### config.mk
export PLATFORM = sky130hd
export DESIGN_NAME = column_green_boundary_scan_top
export DESIGN_NICKNAME = d
export VERILOG_FILES = /design/src/rtl/core/cgbs_pkg.sv /design/src/rtl/core/cgbs_store.sv /design/src/rtl/core/cgbs_front.sv /design/src/rtl/core/cgbs_queue.sv /design/src/rtl/core/cgbs_back.sv /design/src/rtl/core/column_green_boundary_scan_top.sv
export SDC_FILE = /design/constraint.sdc
export NUM_CORES = 1
export LEC_CHECK = 0
export ABC_CLOCK_PERIOD_IN_PS = 4110
export BUFFER_PORTS_ARGS = -buffer_cell sky130_fd_sc_hd__buf_2
export CORE_ASPECT_RATIO = 1.5
export CORE_UTILIZATION = 60
export DETAILED_ROUTE_END_ITERATION = 6
export PLACE_DENSITY = 0.77
export SLEW_MARGIN = 20
export SYNTH_ARGS = -nofsm -noshare
export SYNTH_HDL_FRONTEND = slang
export SYNTH_SLANG_ARGS = --single-unit
### constraint.sdc
create_clock -name clk -period 4.11 [get_ports clk]
set_clock_uncertainty 0.05 [all_clocks]
set_input_delay 0.411 -clock clk [delete_from_list [all_inputs] [get_ports clk]]
set_output_delay 0.411 -clock clk [all_outputs]
set_load 0.03 [all_outputs]
### src/rtl/core/cgbs_pkg.sv
// Shared constants, codes and types of the column green boundary scan.
package cgbs_pkg;

	localparam int unsigned CGBS_COLUMN_ROWS = 256;
	localparam int unsigned CGBS_MAX_COLUMNS = 256;

	// Pixel classes
	localparam logic [1:0] COL_OTHER = 2'd0;
	localparam logic [1:0] COL_GREEN = 2'd1;
	localparam logic [1:0] COL_WHITE = 2'd2;
	localparam logic [1:0] COL_BACK  = 2'd3;

	// Result status codes
	localparam logic [1:0] STAT_NONE      = 2'd0;
	localparam logic [1:0] STAT_BOUNDARY  = 2'd1;
	localparam logic [1:0] STAT_GREEN_TOP = 2'd2;
	localparam logic [1:0] STAT_FIELDLINE = 2'd3;

	localparam logic [8:0] GREEN_TOP_MAX = 9'd511;

	// One column scan request handed from the loader to the scanner
	typedef struct packed {
		logic [7:0] start_row;
		logic [8:0] end_row;
		logic       clear_frame;
	} cgbs_job_t;

endpackage

### src/rtl/core/cgbs_store.sv
// Column pixel store: one write port, one registered read port.
module cgbs_store #(
	parameter int unsigned DEPTH = cgbs_pkg::CGBS_COLUMN_ROWS,
	parameter int unsigned AW    = $clog2(DEPTH)
) (
	input  logic          clk,
	input  logic          wr_en,
	input  logic [AW-1:0] wr_addr,
	input  logic [1:0]    wr_data,
	input  logic          rd_en,
	input  logic [AW-1:0] rd_addr,
	output logic [1:0]    rd_data
);

	logic [1:0] mem_q [DEPTH];
	logic [1:0] rd_data_q;

	always_ff @(posedge clk) begin
		if (wr_en) begin
			mem_q[wr_addr] <= wr_data;
		end
	end

	always_ff @(posedge clk) begin
		if (rd_en) begin
			rd_data_q <= mem_q[rd_addr];
		end
	end

	assign rd_data = rd_data_q;

endmodule

### src/rtl/core/cgbs_front.sv
// Loader: accepts pixel transactions, writes the store, issues scan jobs.
module cgbs_front #(
	parameter int unsigned COLUMN_ROWS = cgbs_pkg::CGBS_COLUMN_ROWS,
	parameter int unsigned AW          = $clog2(COLUMN_ROWS),
	parameter int unsigned RW          = $clog2(COLUMN_ROWS + 1)
) (
	input  logic                clk,
	input  logic                arst_n,
	input  logic                s_tvalid,
	output logic                s_tready,
	input  logic [23:0]         s_tdata,
	input  logic                s_tlast,
	input  logic                s_tuser,
	input  logic                q_empty,
	input  logic                scan_free,
	output logic                job_push,
	output cgbs_pkg::cgbs_job_t job,
	output logic                st_wr_en,
	output logic [AW-1:0]       st_wr_addr,
	output logic [1:0]          st_wr_data
);

	logic          accept;
	logic          room;
	logic [RW-1:0] load_row_q;
	logic          clear_pend_q;

	// Hold pixels back while a scan is queued or reading the store
	assign s_tready = q_empty && scan_free;
	assign accept   = s_tvalid && s_tready;
	assign room     = (load_row_q < RW'(COLUMN_ROWS));

	assign st_wr_en   = accept && room;
	assign st_wr_addr = load_row_q[AW-1:0];
	assign st_wr_data = s_tdata[1:0];

	assign job_push        = accept && s_tlast;
	assign job.start_row   = s_tdata[9:2];
	assign job.end_row     = s_tdata[18:10];
	assign job.clear_frame = clear_pend_q || s_tuser;

	always_ff @(posedge clk or negedge arst_n) begin
		if (!arst_n) begin
			load_row_q   <= '0;
			clear_pend_q <= 1'b0;
		end else if (accept) begin
			if (s_tlast) begin
				load_row_q   <= '0;
				clear_pend_q <= 1'b0;
			end else begin
				if (room) begin
					load_row_q <= load_row_q + RW'(1);
				end
				clear_pend_q <= clear_pend_q || s_tuser;
			end
		end
	end

endmodule

### src/rtl/core/cgbs_queue.sv
// Two-entry job queue between loader and scanner.
module cgbs_queue (
	input  logic                clk,
	input  logic                arst_n,
	input  logic                push,
	input  cgbs_pkg::cgbs_job_t push_job,
	input  logic                pop,
	output cgbs_pkg::cgbs_job_t pop_job,
	output logic                empty,
	output logic                full
);

	cgbs_pkg::cgbs_job_t ent_q [2];
	logic       wr_ptr_q;
	logic       rd_ptr_q;
	logic [1:0] count_q;
	logic       do_push;
	logic       do_pop;

	assign empty   = (count_q == 2'd0);
	assign full    = (count_q == 2'd2);
	assign do_push = push && !full;
	assign do_pop  = pop && !empty;
	assign pop_job = ent_q[rd_ptr_q];

	always_ff @(posedge clk) begin
		if (do_push) begin
			ent_q[wr_ptr_q] <= push_job;
		end
	end

	always_ff @(posedge clk or negedge arst_n) begin
		if (!arst_n) begin
			wr_ptr_q <= 1'b0;
			rd_ptr_q <= 1'b0;
			count_q  <= 2'd0;
		end else begin
			if (do_push) begin
				wr_ptr_q <= !wr_ptr_q;
			end
			if (do_pop) begin
				rd_ptr_q <= !rd_ptr_q;
			end
			unique case ({do_push, do_pop})
				2'b10:   count_q <= count_q + 2'd1;
				2'b01:   count_q <= count_q - 2'd1;
				default: count_q <= count_q;
			endcase
		end
	end

endmodule

### src/rtl/core/cgbs_back.sv
// Scanner: walks the store for a green run and produces the column result.
module cgbs_back #(
	parameter int unsigned COLUMN_ROWS = cgbs_pkg::CGBS_COLUMN_ROWS,
	parameter int unsigned MAX_COLUMNS = cgbs_pkg::CGBS_MAX_COLUMNS,
	parameter int unsigned AW          = $clog2(COLUMN_ROWS)
) (
	input  logic                clk,
	input  logic                arst_n,
	input  logic [8:0]          fieldline_rows,
	input  logic                q_empty,
	input  cgbs_pkg::cgbs_job_t q_job,
	output logic                q_pop,
	output logic                scan_free,
	output logic                st_rd_en,
	output logic [AW-1:0]       st_rd_addr,
	input  logic [1:0]          st_rd_data,
	output logic                m_tvalid,
	input  logic                m_tready,
	output logic [31:0]         m_tdata,
	output logic [1:0]          m_tuser
);

	localparam int unsigned RW  = $clog2(COLUMN_ROWS + 1);
	localparam int unsigned CW  = (RW > 10) ? RW : 10;
	localparam int unsigned CCW = (MAX_COLUMNS > 1) ? $clog2(MAX_COLUMNS) : 1;

	typedef enum logic [2:0] {
		BK_IDLE = 3'b001,
		BK_SCAN = 3'b010,
		BK_DONE = 3'b100
	} bk_state_t;

	bk_state_t      state_q;
	logic [CW-1:0]  start_q;
	logic [CW-1:0]  end_q;
	logic [CW-1:0]  fl_q;
	logic [CW-1:0]  lim_q;
	logic [CW-1:0]  rd_row_q;
	logic           rd_vld_s1;
	logic [CW-1:0]  rd_row_s1;
	logic           g_q, w_q, act_q, hit_q, poss_q;
	logic [CW-1:0]  run_start_q;
	logic [CCW-1:0] col_q;
	logic [8:0]     gtc_q;
	logic           out_vld_q;
	logic [1:0]     out_stat_q;
	logic [7:0]     out_brow_q;
	logic [7:0]     out_col_q;
	logic [8:0]     out_gtc_q;

	logic           g_n, w_n, act_n, hit_n, poss_n;
	logic [CW-1:0]  run_start_n;
	logic [CW-1:0]  row_nx;
	logic           stop_now;
	logic           finish;
	logic           issue;
	logic [CW-1:0]  job_start;
	logic [CW-1:0]  job_end;
	logic [CW-1:0]  job_fl;
	logic [CW:0]    fl_limit;
	logic [1:0]     stat;
	logic [8:0]     gtc_next;
	logic           out_free;
	logic [31:0]    col_ext;

	assign scan_free = (state_q != BK_SCAN);
	assign q_pop     = (state_q == BK_IDLE) && !q_empty;

	// Clamp the scan end and field-line rows to the store depth
	always_comb begin
		job_start = CW'(q_job.start_row);
		job_end   = (CW'(q_job.end_row) > CW'(COLUMN_ROWS)) ? CW'(COLUMN_ROWS)
		                                                   : CW'(q_job.end_row);
		job_fl    = (CW'(fieldline_rows) > CW'(COLUMN_ROWS)) ? CW'(COLUMN_ROWS)
		                                                    : CW'(fieldline_rows);
	end

	// Run tracker on the registered store word
	always_comb begin
		g_n         = g_q;
		w_n         = w_q;
		act_n       = act_q;
		hit_n       = hit_q;
		poss_n      = poss_q;
		run_start_n = run_start_q;
		row_nx      = rd_row_s1 + CW'(1);
		if (rd_vld_s1) begin
			if (rd_row_s1 < fl_q && st_rd_data == cgbs_pkg::COL_WHITE) begin
				poss_n = 1'b1;
			end
			if (rd_row_s1 < end_q && !hit_q) begin
				priority if (st_rd_data == cgbs_pkg::COL_GREEN) begin
					if (g_q) begin
						hit_n = 1'b1;
					end else begin
						g_n = 1'b1;
						w_n = 1'b0;
						if (!act_q) begin
							act_n       = 1'b1;
							run_start_n = rd_row_s1;
						end
					end
				end else if ((st_rd_data == cgbs_pkg::COL_WHITE ||
				              st_rd_data == cgbs_pkg::COL_BACK) && !w_q && g_q) begin
					w_n = 1'b1;
				end else if (st_rd_data == cgbs_pkg::COL_WHITE && !g_q) begin
					act_n       = 1'b1;
					run_start_n = rd_row_s1;
					w_n         = 1'b1;
				end else begin
					g_n   = 1'b0;
					w_n   = 1'b0;
					act_n = 1'b0;
				end
			end
		end
		stop_now = rd_vld_s1 && (hit_n || row_nx >= end_q) && (poss_n || row_nx >= fl_q);
	end

	assign finish     = (state_q == BK_SCAN) &&
	                    (stop_now || (!rd_vld_s1 && rd_row_q >= lim_q));
	assign issue      = (state_q == BK_SCAN) && !finish && (rd_row_q < lim_q);
	assign st_rd_en   = issue;
	assign st_rd_addr = rd_row_q[AW-1:0];

	// Classify the finished scan
	always_comb begin
		fl_limit = {1'b0, start_q} + (CW + 1)'(fieldline_rows);
		stat     = cgbs_pkg::STAT_NONE;
		if (hit_q) begin
			priority if (poss_q && {1'b0, run_start_q} < fl_limit) begin
				stat = cgbs_pkg::STAT_FIELDLINE;
			end else if (run_start_q != '0) begin
				stat = cgbs_pkg::STAT_BOUNDARY;
			end else begin
				stat = cgbs_pkg::STAT_GREEN_TOP;
			end
		end
		gtc_next = gtc_q;
		if (stat == cgbs_pkg::STAT_GREEN_TOP && gtc_q < cgbs_pkg::GREEN_TOP_MAX) begin
			gtc_next = gtc_q + 9'd1;
		end
		col_ext = 32'(col_q);
	end

	assign out_free = !out_vld_q || m_tready;

	always_ff @(posedge clk or negedge arst_n) begin
		if (!arst_n) begin
			state_q   <= BK_IDLE;
			rd_vld_s1 <= 1'b0;
			col_q     <= '0;
			gtc_q     <= '0;
			out_vld_q <= 1'b0;
		end else begin
			if (state_q == BK_DONE && out_free) begin
				out_vld_q <= 1'b1;
			end else if (m_tready) begin
				out_vld_q <= 1'b0;
			end
			rd_vld_s1 <= issue;
			unique case (state_q)
				BK_IDLE: begin
					if (!q_empty) begin
						if (q_job.clear_frame) begin
							col_q <= '0;
							gtc_q <= '0;
						end
						state_q <= BK_SCAN;
					end
				end
				BK_SCAN: begin
					if (finish) begin
						state_q <= BK_DONE;
					end
				end
				BK_DONE: begin
					if (out_free) begin
						gtc_q     <= gtc_next;
						col_q     <= (col_q == CCW'(MAX_COLUMNS - 1)) ? '0 : col_q + CCW'(1);
						state_q   <= BK_IDLE;
					end
				end
				default: state_q <= BK_IDLE;
			endcase
		end
	end

	// Datapath registers of the scan and the result
	always_ff @(posedge clk) begin
		rd_row_s1 <= rd_row_q;
		if (issue) begin
			rd_row_q <= rd_row_q + CW'(1);
		end
		if (state_q == BK_IDLE) begin
			start_q     <= job_start;
			end_q       <= job_end;
			fl_q        <= job_fl;
			lim_q       <= (job_end > job_fl) ? job_end : job_fl;
			rd_row_q    <= job_start;
			g_q         <= 1'b0;
			w_q         <= 1'b0;
			act_q       <= 1'b0;
			hit_q       <= 1'b0;
			poss_q      <= 1'b0;
			run_start_q <= '0;
		end else if (state_q == BK_SCAN) begin
			g_q         <= g_n;
			w_q         <= w_n;
			act_q       <= act_n;
			hit_q       <= hit_n;
			poss_q      <= poss_n;
			run_start_q <= run_start_n;
		end
		if (state_q == BK_DONE && out_free) begin
			out_stat_q <= stat;
			out_brow_q <= (stat == cgbs_pkg::STAT_BOUNDARY) ? run_start_q[7:0] : 8'd0;
			out_col_q  <= col_ext[7:0];
			out_gtc_q  <= gtc_next;
		end
	end

	assign m_tvalid = out_vld_q;
	assign m_tuser  = out_stat_q;
	assign m_tdata  = {7'd0, out_gtc_q, out_col_q, out_brow_q};

endmodule

### src/rtl/core/column_green_boundary_scan_top.sv
// Top level of the column green boundary scan.
//
// Pixels of one image column arrive top row first, one transaction per cycle while
// s_tready is high, and are written into a column store of COLUMN_ROWS two-bit
// entries. The transaction marked tlast closes the column and queues a scan
// job; the scanner then reads the store one row per cycle from start_row up
// to the larger of end_row and fieldline_rows (both clamped to COLUMN_ROWS),
// stopping early once the green run and the field-line test are settled, and
// writes one result transaction. The single column store, which the next
// column would overwrite, is why new pixels are held off while a scan reads
// the store. A finished result waits in an output register, so pixel loading
// of the next column goes on while the result is not yet taken. Store entries
// are never cleared: rows a column did not load read whatever an earlier
// column left there. new_frame in tuser clears the column index and the
// green-top count before the column's result is made. Write fieldline_rows
// only while the block is idle.
module column_green_boundary_scan_top #(
	parameter int unsigned COLUMN_ROWS = cgbs_pkg::CGBS_COLUMN_ROWS,
	parameter int unsigned MAX_COLUMNS = cgbs_pkg::CGBS_MAX_COLUMNS
) (
	input  logic        clk,
	input  logic        arst_n,
	// Pixel stream
	input  logic        s_tvalid,
	output logic        s_tready,
	input  logic [23:0] s_tdata,   // colour[1:0], start_row[9:2], end_row[18:10], zero fill
	input  logic        s_tlast,   // last_in_column
	input  logic        s_tuser,   // new_frame
	// Column result stream
	output logic        m_tvalid,
	input  logic        m_tready,
	output logic [31:0] m_tdata,   // boundary_row[7:0], column_index[15:8],
	                               // green_top_total[24:16], zero fill
	output logic [1:0]  m_tuser,   // status
	// Configuration: fieldline_rows
	input  logic        cfg_we,
	input  logic [8:0]  cfg_wdata
);

	localparam int unsigned AW = $clog2(COLUMN_ROWS);
	localparam int unsigned RW = $clog2(COLUMN_ROWS + 1);

	logic [8:0]          fieldline_rows_q;
	logic                q_empty;
	logic                q_full;
	logic                job_push;
	logic                q_pop;
	logic                scan_free;
	cgbs_pkg::cgbs_job_t push_job;
	cgbs_pkg::cgbs_job_t pop_job;
	logic                st_wr_en;
	logic [AW-1:0]       st_wr_addr;
	logic [1:0]          st_wr_data;
	logic                st_rd_en;
	logic [AW-1:0]       st_rd_addr;
	logic [1:0]          st_rd_data;

	// Field-line rows register; zero disables the field-line test
	always_ff @(posedge clk or negedge arst_n) begin
		if (!arst_n) begin
			fieldline_rows_q <= 9'd0;
		end else if (cfg_we) begin
			fieldline_rows_q <= cfg_wdata;
		end
	end

	// Loader: store pixels and close columns
	cgbs_front #(
		.COLUMN_ROWS(COLUMN_ROWS),
		.AW         (AW),
		.RW         (RW)
	) u_front (
		.clk       (clk),
		.arst_n    (arst_n),
		.s_tvalid  (s_tvalid),
		.s_tready  (s_tready),
		.s_tdata   (s_tdata),
		.s_tlast   (s_tlast),
		.s_tuser   (s_tuser),
		.q_empty   (q_empty),
		.scan_free (scan_free),
		.job_push  (job_push),
		.job       (push_job),
		.st_wr_en  (st_wr_en),
		.st_wr_addr(st_wr_addr),
		.st_wr_data(st_wr_data)
	);

	// Job queue; the loader only pushes when it is empty, so full never stalls
	cgbs_queue u_queue (
		.clk     (clk),
		.arst_n  (arst_n),
		.push    (job_push && !q_full),
		.push_job(push_job),
		.pop     (q_pop),
		.pop_job (pop_job),
		.empty   (q_empty),
		.full    (q_full)
	);

	// Column store
	cgbs_store #(
		.DEPTH(COLUMN_ROWS),
		.AW   (AW)
	) u_store (
		.clk    (clk),
		.wr_en  (st_wr_en),
		.wr_addr(st_wr_addr),
		.wr_data(st_wr_data),
		.rd_en  (st_rd_en),
		.rd_addr(st_rd_addr),
		.rd_data(st_rd_data)
	);

	// Scanner and result register
	cgbs_back #(
		.COLUMN_ROWS(COLUMN_ROWS),
		.MAX_COLUMNS(MAX_COLUMNS),
		.AW         (AW)
	) u_back (
		.clk           (clk),
		.arst_n        (arst_n),
		.fieldline_rows(fieldline_rows_q),
		.q_empty       (q_empty),
		.q_job         (pop_job),
		.q_pop         (q_pop),
		.scan_free     (scan_free),
		.st_rd_en      (st_rd_en),
		.st_rd_addr    (st_rd_addr),
		.st_rd_data    (st_rd_data),
		.m_tvalid      (m_tvalid),
		.m_tready      (m_tready),
		.m_tdata       (m_tdata),
		.m_tuser       (m_tuser)
	);

endmodule

Yosys cells after proc, flatten, opt, wreduce, memory -nomap -nowiden
Memory sizes are Yosys's and may differ from the RTL's. A register that Yosys moved wholly into a read port is not among the register bits.
Cells that the tools add are included.
- flip-flop bits (word level): 145
- bits in writable memories: 548
- input bits: 40
- output and inout port bits: 36
- logic and storage cells: 177
- memories: 2
- memories (name ; depth ; width ; rd ports ; clocked after memory_dff ; wr ports ; line ; RTL):
    u_store.mem_q ; 256 ; 2 ; 1 ; 1 ; 1 ; cgbs_store.sv:15 ; logic [1:0] mem_q [DEPTH];
    u_queue.ent_q ; 2 ; 18 ; 1 ; 0 ; 1 ; cgbs_queue.sv:13 ; cgbs_pkg::cgbs_job_t ent_q [2];
- add/sub/neg operators: 8
- $lt $le $gt $ge: 12
- eq/ne operators: 21
- mux-type cells: 53
- reduce and logical (&&, ||, !) cells: 53
- operators by type and width (kind ; number):
    $mux W9 ; 8
    $mux W10 ; 6
    $mux W8 ; 6
    $ge A10 B10 Y1 ; 3
    $lt A10 B10 Y1 ; 3
    $mux W1 ; 23
    $logic_and A1 B1 Y1 ; 22
    $add A10 B1 Y10 const B ; 2
    $add A9 B1 Y9 const B ; 2
    $gt A9 B9 Y1 const B ; 2
    $lt A9 B9 Y1 const B ; 2
    $pmux W9 S2 ; 1
    $pmux W8 S2 ; 1
    $reduce_bool A2 Y1 ; 6
    $lt A10 B11 Y1 ; 1
    $add A8 B9 Y10 ; 1
    $eq A2 B2 Y1 const B ; 5
    $gt A10 B10 Y1 ; 1
    $logic_not A1 Y1 ; 10
    $reduce_and A5 Y1 ; 2
    $reduce_bool A10 Y1 ; 1
    $mux W3 ; 3
    $pmux W3 S3 ; 1
    $add A8 B1 Y8 const B ; 1
    18 further kinds ; 34

Longest topological paths before layout
Gate-level depths: netlist of run 1.
- depth in word-level cells: 14
- depth in mapped cells: 18

Modules after synthesis
Synthesis of run 1 repeated with hierarchy kept, for this count alone.
- cell total of the unflattened synthesis: 2065
- area, all modules: 31007.2 um^2
- modules (own cells, without submodules) (module ; instances ; cells each ; area each (um^2) ; seq. area each (um^2)):
    cgbs_store ; 1 ; 1242 ; 21401.8 ; 15434.8
    cgbs_back ; 1 ; 646 ; 6932.9 ; 3194.3
    cgbs_queue ; 1 ; 74 ; 1545.2 ; 1181.1
    cgbs_front ; 1 ; 83 ; 749.5 ; 250.2
    column_green_boundary_scan_top ; 1 ; 20 ; 377.9 ; 225.2

Worst setup path before layout of run 1
No wires, ideal clock.
- path type: register -> register
- start: register fieldline_rows_q[0]
- end: register u_back.out_gtc_q[1] (data pin)
- library setup time: 0.260 ns
- arrival time: 3.205 ns
- setup slack: 0.595 ns
- cell stages (with the launch flop): 18
- buffers on the path: 1
- cells stage by stage: dfrtp_1 > ha_1 > inv_1 > fa_1 > nor2b_1 > o21ai_0 > a21oi_1 > o21a_1 > nor2_1 > o21ai_0 > xnor2_1 > ha_1 > a21o_1 > a21oi_1 > or2_2 > a21oi_1 > buf_2 > mux2_2
- cells in the longest elaborated chain, start to end: 8
- ends and longest elaborated chain (what ; line ; RTL):
    start, declared ; column_green_boundary_scan_top.sv:43 ; logic [8:0] fieldline_rows_q;
    start signal, assigned ; column_green_boundary_scan_top.sv:63 ; fieldline_rows_q <= cfg_wdata;
    $add A8 B9 Y10 ; cgbs_back.sv:128 ; fl_limit = {1'b0, start_q} + (CW + 1)'(fieldline_rows);
    $lt A10 B11 Y1 ; cgbs_back.sv:131 ; priority if (poss_q && {1'b0, run_start_q} < fl_limit) begin
    $logic_and A1 B1 Y1 ; cgbs_back.sv:131 ;
    $mux W2 ; cgbs_back.sv:131 ;
    $mux W2 ; cgbs_back.sv:130 ; if (hit_q) begin
    $eq A2 B2 Y1 ; cgbs_back.sv:140 ; if (stat == cgbs_pkg::STAT_GREEN_TOP && gtc_q < cgbs_pkg::GREEN_TOP_MAX) begin
    $logic_and A1 B1 Y1 ; cgbs_back.sv:140 ;
    $mux W9 ; cgbs_back.sv:140 ;
    via u_back.gtc_next[1] ; cgbs_back.sv:62 ; logic [8:0] gtc_next;
    end signal, assigned ; cgbs_back.sv:219 ; out_gtc_q <= gtc_next;
    end, declared ; cgbs_back.sv:49 ; logic [8:0] out_gtc_q;
The timed path passes the listed nets, and every way through them passes these cells.
A chain may end at the register's enable or synchronous reset.

Final worst setup path of run 1
- start: memory u_queue.ent_q[1][6] (netlist bit)
- end: register u_back.lim_q[6] (data pin)
- cells in the longest elaborated chain, start to end: 5
- ends and longest elaborated chain (what ; line ; RTL):
    start, declared ; cgbs_queue.sv:13 ;
    $mem_v2 Z2 W18 ; - ;
    $gt A9 B9 Y1 ; cgbs_back.sv:72 ; job_end = (CW'(q_job.end_row) > CW'(COLUMN_ROWS)) ? CW'(COLUMN_ROWS)
    $mux W9 ; cgbs_back.sv:72 ;
    via u_back.job_end[2] ; cgbs_back.sv:58 ; logic [CW-1:0] job_end;
    $gt A10 B10 Y1 ; cgbs_back.sv:199 ; lim_q <= (job_end > job_fl) ? job_end : job_fl;
    $mux W10 ; cgbs_back.sv:199 ;
    end signal, assigned ; cgbs_back.sv:199 ;
    end, declared ; cgbs_back.sv:37 ; logic [CW-1:0] lim_q;
The timed path passes the listed nets, and every way through them passes these cells.

==> summary.txt, run 1 <==
Timing
  – Fin Hold WS: 44.2 ps
  – Worst setup margin: 271 ps
  – Sum of negative setup slack: 0 ps
  – Setup violators final: 0
  – Hold Vio Cnt, Final: 0
  – Final Max Tran Viols: 0
  – Minimum clock period: 3840 ps
  – Final period utilization: 0.934
  – Worst slew pin tran: 1190 ps
  – Fmax: 0.260 GHz
  – RSZ-0062 raised after global routing: no
  – Max-slew headroom: 0.203

Yosys
  – Ys async rst share: 0.0650
  – Synth cell types: 77
  – Yosys top cell by area: edfxtp_1
  – Synth top area cells: edfxtp_1 (62%), mux4_2 (9.0%), nor2_1 (3.9%)
  – Yosys Warn Count: 0
  – Register bit count reported by yosys: 692
  – Post-Syn Area: 0.0300 sq mm
  – EDFF count, synth: 620
  – Sequential area share after synthesis: 0.677
  – Primary FF master, synth: edfxtp_1
  – Synth top area share: 0.621
  – Mapped Cells: 1988
  – Avg Cell Area, Syn: 15.1 sq um

Detailed routing
  – Final routed DRC violation total: 0
  – Post-DR wirelength/cell: 25.0 um
  – DRC violation total after the first TritonRoute iteration: 1664
  – DR vias/cell: 6.33
  – Pre-Repair DR Iteration Count: 5
  – WL final: 70.2 mm
  – Vias: 17700
  – Number of nets still failing antenna checks after routing: 0

Final layout
  – Nets@finish: 2218
  – Register area: 0.0203 sq mm
  – Ant. Diodes: 0
  – Fillers: 3336
  – Layout area overhead: 11.2%
  – Multi-input logic area: 0.00905 sq mm
  – Most common cell after layout, fill and taps aside: edfxtp_1
  – Non-filler instance count after layout: 2804
  – Layout cell share with drive strength beyond 1: 0.176
  – Most frequent cells in the layout: edfxtp_1 (620), nor2_1 (312), mux4_2 (120)

Clock network
  – Cts hold-fix bufs: 27
  – Root Buffer: clkbuf_16
  – TritonCTS clock tree: done
  – Clk pin slew, worst setup/hold paths: 60 ps
  – Clk_lat worst skew: 630 ps
  – Total CTS buffers: 60
  – Post-CTS Setup Bufs: 0
  – Post-CTS Resized: 0
  – Clock sinks: 692
  – H-tree depth: 2
  – Clock Path Buffers: 3

Pwr
  – Pwr Density: 625 mW/mm^2
  – Peak supply drop: 450 uV
  – Leak Pwr: 0.0114 uW

Place
  – Setup WS pre-CTS: 330 ps
  – GPL Wtd Cong: 0.912
  – Inst Count DP: 2671
  – Post-DP HPWL: 44.7 mm
  – Port Buffers: 63

GRT
  – Vias in the first global route: 18400
  – GRT Total Usage: 0.283
  – First-pass GRT wire length: 105 mm
  – Largest net degree at the start of global routing: 153
  – Total grt overflow: 0
  – Initial antenna violation count: 0

Die
  – I/O Pins: 76
  – Die area: 0.0509 sq mm
  – Width of the die: 185 um
  – Row cnt: 100
  – Die Height: 276 um
  – Core area: 0.0494 sq mm
  – Starting Density: 0.607

Setup path
  – CP Max Fanout: 9
  – R2r endpoint: u_back.lim_q[6]
  – R2r startpoint: u_queue.ent_q[1][6]
  – FF-to-FF path depth: 11
  – Critical setup path kind: reg2reg
  – Critical Path RT: 4420 ps
  – Startpoint types: register
  – Worst Setup SP: u_queue.ent_q[1][6]
  – Internal reg-to-reg setup slack: 270 ps
  – Arrival @ worst endpoint: 4150 ps
  – Critical Path Sink: u_back.lim_q[6]
  – CP endpoint kind: register

Job
  – Max-cap violations: 0

Min path
  – Hold Path Class: in2reg

Outcome
  – Status: finished, final reports clean
critical path, cell delays in order (launching register included):
cell and delay (ps):
edfxtp_1 410, or4b_2 690, o22ai_1 210, a21oi_1 130
nor2_1 270, ha_1 200, o21a_1 120, o211ai_1 80
a31oi_1 150, o21bai_1 80, a21oi_1 770, mux2_2 420
metrics by stage:
| step | power (uW) | cell area (sq um) | utilization |
|---|---|---|---|
| 2_1_floorplan | 13200 | 30000 | - |
| 3_3_place_gp | 15200 | 31200 | 0.631 |
| 3_5_place_dp | 15400 | 31200 | 0.631 |
| 4_1_cts | 20900 | 33300 | 0.674 |
| 5_1_grt | 21700 | 33300 | 0.674 |
| 6_report | 20800 | 33300 | 0.674 |
worst min-delay path by stage:
| stage | startpoint | endpoint | slack [ps] | cells past startpoint |
|---|---|---|---|---|
| floorplan | arst_n | fieldline_rows_q[0] | 70 | 0 |
| global placement | u_back.rd_row_q[9] | u_back.rd_row_s1[9] | 340 | 0 |
| detailed placement | u_back.rd_row_q[9] | u_back.rd_row_s1[9] | 350 | 0 |
| CTS | s_tlast | u_front.load_row_q[7] | 40 | 2 |
| global route | s_tlast | u_front.load_row_q[7] | 40 | 2 |
| finish | s_tlast | u_front.load_row_q[7] | 40 | 2 |
report_power, final:
| part | switching, uW | internal, uW | total, uW |
|---|---|---|---|
| Sequential | 392 | 8230 | 8620 |
| Clock | 2480 | 2980 | 5460 |
| Combinational | 4030 | 2710 | 6740 |
| Total | 6900 | 13900 | 20800 |
Yosys cell counts (5+ instances only):
| master | number |
|---|---|
| edfxtp_1 | 620 |
| nor2_1 | 312 |
| mux4_2 | 120 |
| nand2_1 | 108 |
| ha_1 | 80 |
| clkbuf_1 | 58 |
| a21oi_1 | 53 |
| o21ai_0 | 50 |
| inv_1 | 49 |
| nand3_1 | 47 |
| dfrtp_1 | 44 |
| a22oi_1 | 35 |
| mux2i_1 | 33 |
| and3_1 | 29 |
| mux2_2 | 29 |
| buf_2 | 27 |
| dfxtp_1 | 27 |
| nor2b_1 | 25 |
| xnor2_1 | 22 |
| xor2_1 | 17 |
| nand2b_1 | 14 |
| nor4_1 | 12 |
| buf_4 | 11 |
| nand4_1 | 11 |
| a31oi_1 | 9 |
| buf_1 | 9 |
| a22o_1 | 8 |
| nor3_1 | 8 |
| o211ai_1 | 8 |
| o21a_1 | 8 |
| o21ai_2 | 8 |
| a21o_1 | 7 |
| and2_1 | 7 |
| a211o_1 | 6 |
| or2_2 | 6 |
| a211oi_1 | 5 |
final cells by class:
class	count	area share
sequential	692	0.609
multi-input combinational	1145	0.271
clock buffer	74	0.0476
timing repair buffer	148	0.0333
tap	663	0.0249
clock inverter	32	0.00837
inverter	50	0.00567
sequential cells by signal, indices dropped and copies added (netlist names), 10 cells and up:
signal,count
u_store.mem_q,512
u_queue.ent_q,36
u_back.rd_row_q,10
u_back.rd_row_s1,10
u_back.run_start_q,10
cells by family after synthesis:
logic type | share of synthesized area
multiplexers | 0.112
other | 0.000125
flip-flops | 0.677
XOR/XNOR | 0.0114
adder cells (fa/ha/maj) | 0.0341
AO/OA/AOI/OAI | 0.0525
buffers and inverters | 0.0225
AND/OR/NAND/NOR | 0.0907
per-layer routing:
layer  global-route usage  vias to the layer above  wire (um)
li1                     -                     7775          -
met1                0.312                     8942      23900
met2                0.518                      796      37400
met3               0.0388                      231       4470
met4                0.163                        0       4460
met5                    0                        -          0
Power figures use the tool's default switching activity.
==> run 2, diff against run 1 <==
--- a/config.mk
+++ b/config.mk
@@ -5,7 +5,7 @@
 export SDC_FILE = /design/constraint.sdc
 export NUM_CORES = 1
 export LEC_CHECK = 0
-export ABC_CLOCK_PERIOD_IN_PS = 4110
+export ABC_CLOCK_PERIOD_IN_PS = 4550
 export BUFFER_PORTS_ARGS = -buffer_cell sky130_fd_sc_hd__buf_2
 export CORE_ASPECT_RATIO = 1.5
 export CORE_UTILIZATION = 60
==> constraint.sdc (replaced) <==
create_clock -name clk -period 4.55 [get_ports clk]
set_clock_uncertainty 0.05 [all_clocks]
set_input_delay 0.455 -clock clk [delete_from_list [all_inputs] [get_ports clk]]
set_output_delay 0.455 -clock clk [all_outputs]
set_load 0.03 [all_outputs]
==> summary.txt, run 2 (synthesis results as in run 1) <==
Setup path
  – Number of buffers and inverters on the critical path: 2 (was 0)
  – R2r startpoint: fieldline_rows_q[0] (was u_queue.ent_q[1][6])
  – R2r endpoint: u_back.out_gtc_q[1] (was u_back.lim_q[6])
  – Crit-path cells: ha_1 -> inv_1 -> fa_1 -> nor2b_1 -> o21ai_0 -> a21oi_1 -> o21a_1 -> nor2_1 -> o21ai_0 -> xnor2_1 -> ha_1 -> a21o_1 -> a21oi_1 -> or2_2 -> a21oi_1 -> buf_4 -> mux2_2 (was or4b_2 -> o22ai_1 -> a21oi_1 -> nor2_1 -> ha_1 -> o21a_1 -> o211ai_1 -> a31oi_1 -> o21bai_1 -> a21oi_1 -> mux2_2)
  – Critical setup path kind: reg2reg (unchanged)
  – Top cell family by delay on the critical path: compound AO/OA/AOI/OAI gates (unchanged)
  – Startpoint types: register (unchanged)
  – Internal reg-to-reg setup slack: 540 ps (was 270 ps)
  – CP max stage cell: fa_1 (was a21oi_1)
  – Critical Path RT: 4860 ps (was 4420 ps)
  – Worst path depth: 17 (was 11)
  – Arrival @ worst endpoint: 4320 ps (was 4150 ps)
  – Crit-path most repeated cell: a21oi_1 (unchanged)
  – CP endpoint kind: register (unchanged)
  – Worst Setup SP: fieldline_rows_q[0] (was u_queue.ent_q[1][6])
  – CP Max Fanout: 22 (was 9)
  – Max incr delay on CP: 430 ps (was 770 ps)
  – FF-to-FF path depth: 17 (was 11)

Clock network
  – Total CTS buffers: 61 (was 60)
  – Root Buffer: clkbuf_16 (unchanged)
  – TritonCTS clock tree: done (unchanged)
  – Post-CTS Setup Bufs: 0 (unchanged)
  – H-tree depth: 2 (unchanged)
  – Clk pin slew, worst setup/hold paths: 60 ps (about the same)
  – Clock sinks: 692 (unchanged)
  – Clk_lat worst skew: 640 ps (was 630 ps)
  – Clock Path Buffers: 3 (unchanged)

Final layout
  – Largest registers: u_store.mem_q x512, u_queue.ent_q x36 (unchanged)
  – Max reg flops: 512 (unchanged)
  – Nets@finish: 2202 (was 2218)
  – Ant. Diodes: 0 (unchanged)
  – Most frequent cells in the layout: edfxtp_1 (620), nor2_1 (312), mux4_2 (120) (unchanged)
  – Layout area overhead: 11.0% (was 11.2%)
  – Top reg by flops: u_store.mem_q (unchanged)
  – Design area: 0.0333 sq mm (about the same)
  – Most common cell after layout, fill and taps aside: edfxtp_1 (unchanged)
  – Layout cell share with drive strength beyond 1: 0.176 (about the same)

Timing
  – Max-slew headroom: 0.243 (was 0.203)
  – Final period utilization: 0.881 (was 0.934)
  – Setup violators final: 0 (unchanged)
  – Fin Hold WS: 27.4 ps (was 44.2 ps)
  – Sum of negative setup slack: 0 ps (unchanged)
  – Worst slew pin tran: 1130 ps (was 1190 ps)
  – Minimum clock period: 4010 ps (was 3840 ps)
  – Final Max Tran Viols: 0 (unchanged)
  – Hold Vio Cnt, Final: 0 (unchanged)
  – Worst setup margin: 541 ps (was 271 ps)
  – Fmax: 0.249 GHz (was 0.260 GHz)
  – RSZ-0062 raised after global routing: no (unchanged)

Min path
  – Hold depth: 1 (was 2)
  – Hold Path Class: in2reg (unchanged)
  – HP Start: s_tdata[13] (was s_tlast)
  – WHS Endpoint: u_queue.ent_q[0][4] (was u_front.load_row_q[7])

Detailed routing
  – DR vias/cell: 6.27 (was 6.33)
  – DRC violation total after the first TritonRoute iteration: 1569 (was 1664)
  – Number of nets still failing antenna checks after routing: 0 (unchanged)
  – Pre-Repair DR Iteration Count: 7 (was 5)
  – Vias: 17500 (was 17700)
  – Post-DR wirelength/cell: 24.4 um (was 25.0 um)
  – Final routed DRC violation total: 0 (unchanged)
  – WL final: 68.2 mm (was 70.2 mm)

Pwr
  – Clk network pwr share: 0.272 (was 0.262)
  – Sequential share of power: 0.417 (was 0.414)
  – Internal Power: 12700 uW (was 13900 uW)
  – Comb pwr share: 0.311 (was 0.324)
  – Sw power: 6180 uW (was 6900 uW)
  – Leak Pwr: 0.0113 uW (was 0.0114 uW)
  – Pwr Density: 568 mW/mm^2 (was 625 mW/mm^2)
  – Sw frac: 0.327 (was 0.331)
  – Peak supply drop: 416 uV (was 450 uV)

Die
  – Core area: 0.0494 sq mm (unchanged)
  – Width of the die: 185 um (unchanged)
  – Die Height: 276 um (unchanged)
  – I/O Pins: 76 (unchanged)
  – Starting Density: 0.607 (unchanged)
  – Row cnt: 100 (unchanged)
  – Die area: 0.0509 sq mm (unchanged)

GRT
  – Vias in the first global route: 18100 (was 18400)
  – Largest net degree at the start of global routing: 155 (was 153)
  – First-pass GRT wire length: 103 mm (was 105 mm)
  – Initial antenna violation count: 0 (unchanged)
  – GRT Total Usage: 0.274 (was 0.283)
  – Total grt overflow: 0 (unchanged)

Place
  – Setup WS pre-CTS: 649 ps (was 330 ps)
  – Port Buffers: 63 (unchanged)
  – Placed Area: 0.0311 sq mm (was 0.0312 sq mm)
  – Post-DP HPWL: 43.6 mm (was 44.7 mm)
  – GPL Wtd Cong: 0.877 (was 0.912)

Outcome
  – Status: finished, final reports clean (unchanged)

Job
  – Max-cap violations: 0 (unchanged)
run 2: cell types whose count changed in the layout (fill, tap and decap cells not counted), sizes merged:
| cell | change |
|---|---|
| dlygate4sd3 | -10 |
| clkbuf | +9 |
| buf | -7 |
| clkinv | -5 |
| bufinv | +2 |
| inv | +2 |
run 2: timing repair:
action / CTS / global route
endpoints found under the hold margin: 46 / 0
hold buffers: 17 / 0
gates resized for setup: 0 / 0
run 2: power groups by stage:
stage / Sequential (uW) / Clock [uW] / Combinational [uW]
6_report: 7880 / 5140 / 5880
5_1_grt: 7910 / 5430 / 6370
4_1_cts: 7880 / 5200 / 5910
3_5_place_dp: 8010 / 0 / 5870
3_3_place_gp: 7990 / 0 / 5670
2_1_floorplan: 7800 / 0 / 4150
run 2: layout make-up:
class                           count  area, sq um
Sequential cell                   692        20300
Timing Repair Buffer              131          918
Inverter                           50          188
Clock inverter                     31          347
Fill cell                        3284        16200
Clock buffer                       83         1650
Tap cell                          663          830
Multi-Input combinational cell   1145         9050
run 2: worst max-delay path by stage:
| stage | endpoint | slack, ps |
|---|---|---|
| 5_1_grt | u_back.out_gtc_q[7] | 220 |
| 4_1_cts | u_back.out_gtc_q[1] | 550 |
| 6_report | u_back.out_gtc_q[1] | 540 |
| 3_5_place_dp | u_back.gtc_q[7] | 650 |
| 3_3_place_gp | u_back.out_gtc_q[1] | 670 |
| 2_1_floorplan | u_back.out_gtc_q[1] | 1030 |
run 2: metal layers:
layer / track usage / vias up / part of all wire
met5: 0 / - / 0
met4: 0.155 / 0 / 0.058
met3: 0.0358 / 199 / 0.060
met2: 0.499 / 702 / 0.54
met1: 0.309 / 8857 / 0.34
li1: - / 7758 / -
run 2: through the flow:
| step | utilization | std cells | power (uW) |
|---|---|---|---|
| 2_1_floorplan | - | 1994 | 12000 |
| 3_3_place_gp | 0.629 | 2664 | 13700 |
| 3_5_place_dp | 0.629 | 2664 | 13900 |
| 4_1_cts | 0.673 | 2795 | 19000 |
| 5_1_grt | 0.673 | 2795 | 19700 |
| 6_report | 0.673 | 2795 | 18900 |
==> run 3, diff against run 2 <==
--- a/config.mk
+++ b/config.mk
@@ -8,9 +8,11 @@
 export ABC_CLOCK_PERIOD_IN_PS = 4550
 export BUFFER_PORTS_ARGS = -buffer_cell sky130_fd_sc_hd__buf_2
 export CORE_ASPECT_RATIO = 1.5
-export CORE_UTILIZATION = 60
+export CORE_UTILIZATION = 65
+export CTS_CLUSTER_DIAMETER = 100
 export DETAILED_ROUTE_END_ITERATION = 6
-export PLACE_DENSITY = 0.77
+export HOLD_SLACK_MARGIN = 0.06
+export PLACE_DENSITY = 0.82
 export SLEW_MARGIN = 20
 export SYNTH_ARGS = -nofsm -noshare
 export SYNTH_HDL_FRONTEND = slang
==> summary.txt, run 3 (synthesis results as in run 1) <==
GRT
  – Largest net degree at the start of global routing: 171 (was 155)
  – Initial antenna violation count: 0 (unchanged)
  – Total grt overflow: 0 (unchanged)
  – GRT Total Usage: 0.317 (was 0.274)
  – First-pass GRT wire length: 108 mm (was 103 mm)
  – Vias in the first global route: 18700 (was 18100)

Detailed routing
  – WL final: 72.5 mm (was 68.2 mm)
  – Pre-Repair DR Iteration Count: 6 (was 7)
  – Final routed DRC violation total: 0 (unchanged)
  – Post-DR wirelength/cell: 26.5 um (was 24.4 um)
  – Vias: 18100 (was 17500)
  – Number of nets still failing antenna checks after routing: 0 (unchanged)
  – DRC violation total after the first TritonRoute iteration: 1869 (was 1569)
  – DR vias/cell: 6.63 (was 6.27)

Timing
  – Final period utilization: 0.865 (was 0.881)
  – Fin Hold WS: 96.2 ps (was 27.4 ps)
  – Max-slew headroom: 0.218 (was 0.243)
  – Minimum clock period: 3940 ps (was 4010 ps)
  – Worst setup margin: 613 ps (was 541 ps)
  – Sum of negative setup slack: 0 ps (unchanged)
  – Worst slew pin tran: 1170 ps (was 1130 ps)
  – Fmax: 0.254 GHz (was 0.249 GHz)
  – Final Max Tran Viols: 0 (unchanged)
  – Setup violators final: 0 (unchanged)
  – RSZ-0062 raised after global routing: no (unchanged)
  – Hold Vio Cnt, Final: 0 (unchanged)

Final layout
  – Layout cell share with drive strength beyond 1: 0.184 (was 0.176)
  – Ant. Diodes: 0 (unchanged)
  – Largest registers: u_store.mem_q x512, u_queue.ent_q x36 (unchanged)
  – Layout area overhead: 11.5% (was 11.0%)
  – Max reg flops: 512 (unchanged)
  – Nets@finish: 2219 (was 2202)
  – Most common cell after layout, fill and taps aside: edfxtp_1 (unchanged)
  – Most frequent cells in the layout: edfxtp_1 (620), nor2_1 (312), mux4_2 (120) (unchanged)
  – Top reg by flops: u_store.mem_q (unchanged)

Clock network
  – Clk_lat worst skew: 630 ps (was 640 ps)
  – Root Buffer: clkbuf_16 (unchanged)
  – Clock sinks: 692 (unchanged)
  – Post-CTS Setup Bufs: 0 (unchanged)
  – Clock Path Buffers: 3 (unchanged)
  – Clk pin slew, worst setup/hold paths: 60 ps (about the same)
  – H-tree depth: 2 (unchanged)
  – Total CTS buffers: 59 (was 61)
  – Post-CTS Resized: 0 (unchanged)
  – TritonCTS clock tree: done (unchanged)
  – Cts hold-fix bufs: 27 (was 17)

Min path
  – HP Start: s_tlast (was s_tdata[13])
  – WHS Endpoint: u_front.load_row_q[7] (was u_queue.ent_q[0][4])
  – Hold Path Class: in2reg (unchanged)
  – Hold depth: 2 (was 1)

Place
  – Port Buffers: 63 (unchanged)
  – Post-DP HPWL: 44.2 mm (was 43.6 mm)
  – GPL Wtd Cong: 0.938 (was 0.877)
  – Setup WS pre-CTS: 639 ps (was 649 ps)

Pwr
  – Internal Power: 12800 uW (was 12700 uW)
  – Comb pwr share: 0.321 (was 0.311)
  – Clk network pwr share: 0.271 (was 0.272)
  – Pwr Density: 575 mW/mm^2 (was 568 mW/mm^2)
  – Sequential share of power: 0.407 (was 0.417)
  – Sw frac: 0.332 (was 0.327)
  – Sw power: 6380 uW (was 6180 uW)
  – Leak Pwr: 0.0115 uW (was 0.0113 uW)
  – Peak supply drop: 447 uV (was 416 uV)

Outcome
  – Status: finished, final reports clean (unchanged)

Die
  – Die Height: 265 um (was 276 um)
  – Width of the die: 177 um (was 185 um)
  – I/O Pins: 76 (unchanged)
  – Row cnt: 96 (was 100)
  – Die area: 0.0470 sq mm (was 0.0509 sq mm)
  – Core area: 0.0456 sq mm (was 0.0494 sq mm)
  – Starting Density: 0.657 (was 0.607)

Setup path
  – Arrival @ worst endpoint: 4250 ps (was 4320 ps)
  – CP Max Fanout: 22 (unchanged)
  – CP endpoint kind: register (unchanged)
  – Critical setup path kind: reg2reg (unchanged)
  – Critical Path RT: 4860 ps (about the same)
  – Internal reg-to-reg setup slack: 610 ps (was 540 ps)
  – FF-to-FF path depth: 17 (unchanged)
  – Startpoint types: register (unchanged)
  – R2r endpoint: u_back.out_gtc_q[1] (unchanged)
  – R2r startpoint: fieldline_rows_q[0] (unchanged)

Job
  – Max-cap violations: 0 (unchanged)
## run 3: changes by cell type in the layout (fill, tap and decap cells not counted), moves of 3 or more
cell	delta
clkinv_1	-5
buf_12	+4
buf_4	+6
clkinv_4	+4
clkbuf_1	-10
dlygate4sd3_1	+10
clkinv_2	+7
clkbuf_8	+3
## run 3: worst max-delay path, cell delays in order (launching register included)
cell and delay (ps):
dfrtp_1 370, ha_1 180, inv_1 70, fa_1 430, nor2b_1 130, o21ai_0 100
a21oi_1 200, o21a_1 130, nor2_1 60, o21ai_0 210, xnor2_1 100, ha_1 310
a21o_1 120, a21oi_1 80, or2_2 290, a21oi_1 210, buf_4 280, mux2_2 360
## run 3: through the flow
| step | power (uW) | instance area [sq um] | utilization | std cells |
|---|---|---|---|---|
| after detailed placement | 14000 | 31100 | 0.682 | 2598 |
| final | 19200 | 33400 | 0.732 | 2736 |
| after global placement | 13800 | 31100 | 0.682 | 2598 |
| after global routing | 20000 | 33400 | 0.732 | 2736 |
| after CTS | 19200 | 33400 | 0.732 | 2736 |
| after floorplan | 12000 | 30000 | - | 1994 |
## run 3: power by group through the flow
stage	logic, uW	clock network (uW)	registers (uW)
3_5_place_dp	6020	0	7950
5_1_grt	6630	5480	7870
6_report	6170	5220	7830
3_3_place_gp	5840	0	7950
2_1_floorplan	4150	0	7800
4_1_cts	6130	5250	7830
## run 3: worst max path at each step
| stage | to | cells after the start | start | slack, ps |
|---|---|---|---|---|
| 3_3_place_gp | u_back.out_gtc_q[1] | 17 | fieldline_rows_q[0] | 690 |
| 3_5_place_dp | u_back.gtc_q[7] | 17 | fieldline_rows_q[0] | 640 |
| 4_1_cts | u_back.out_gtc_q[1] | 17 | fieldline_rows_q[0] | 610 |
| 2_1_floorplan | u_back.out_gtc_q[1] | 17 | fieldline_rows_q[0] | 1030 |
| 6_report | u_back.out_gtc_q[1] | 17 | fieldline_rows_q[0] | 610 |
| 5_1_grt | u_back.out_gtc_q[1] | 17 | fieldline_rows_q[0] | 320 |
## run 3: area by class of cell
cell class	instances	area (sq um)
well taps	588	736
multi-input cells	1145	9040
repair buffers	150	1140
clock buffers	73	1600
flip-flops and latches	692	20300
fillers	2709	12200
inverters	50	188
clock inverters	38	425
## run 3: metal layers
layer	share of wire	global-route usage	vias up
met5	0	0	-
met4	0.089	0.240	0
met3	0.075	0.0505	329
met2	0.52	0.551	1028
met1	0.32	0.345	8982
li1	-	-	7791
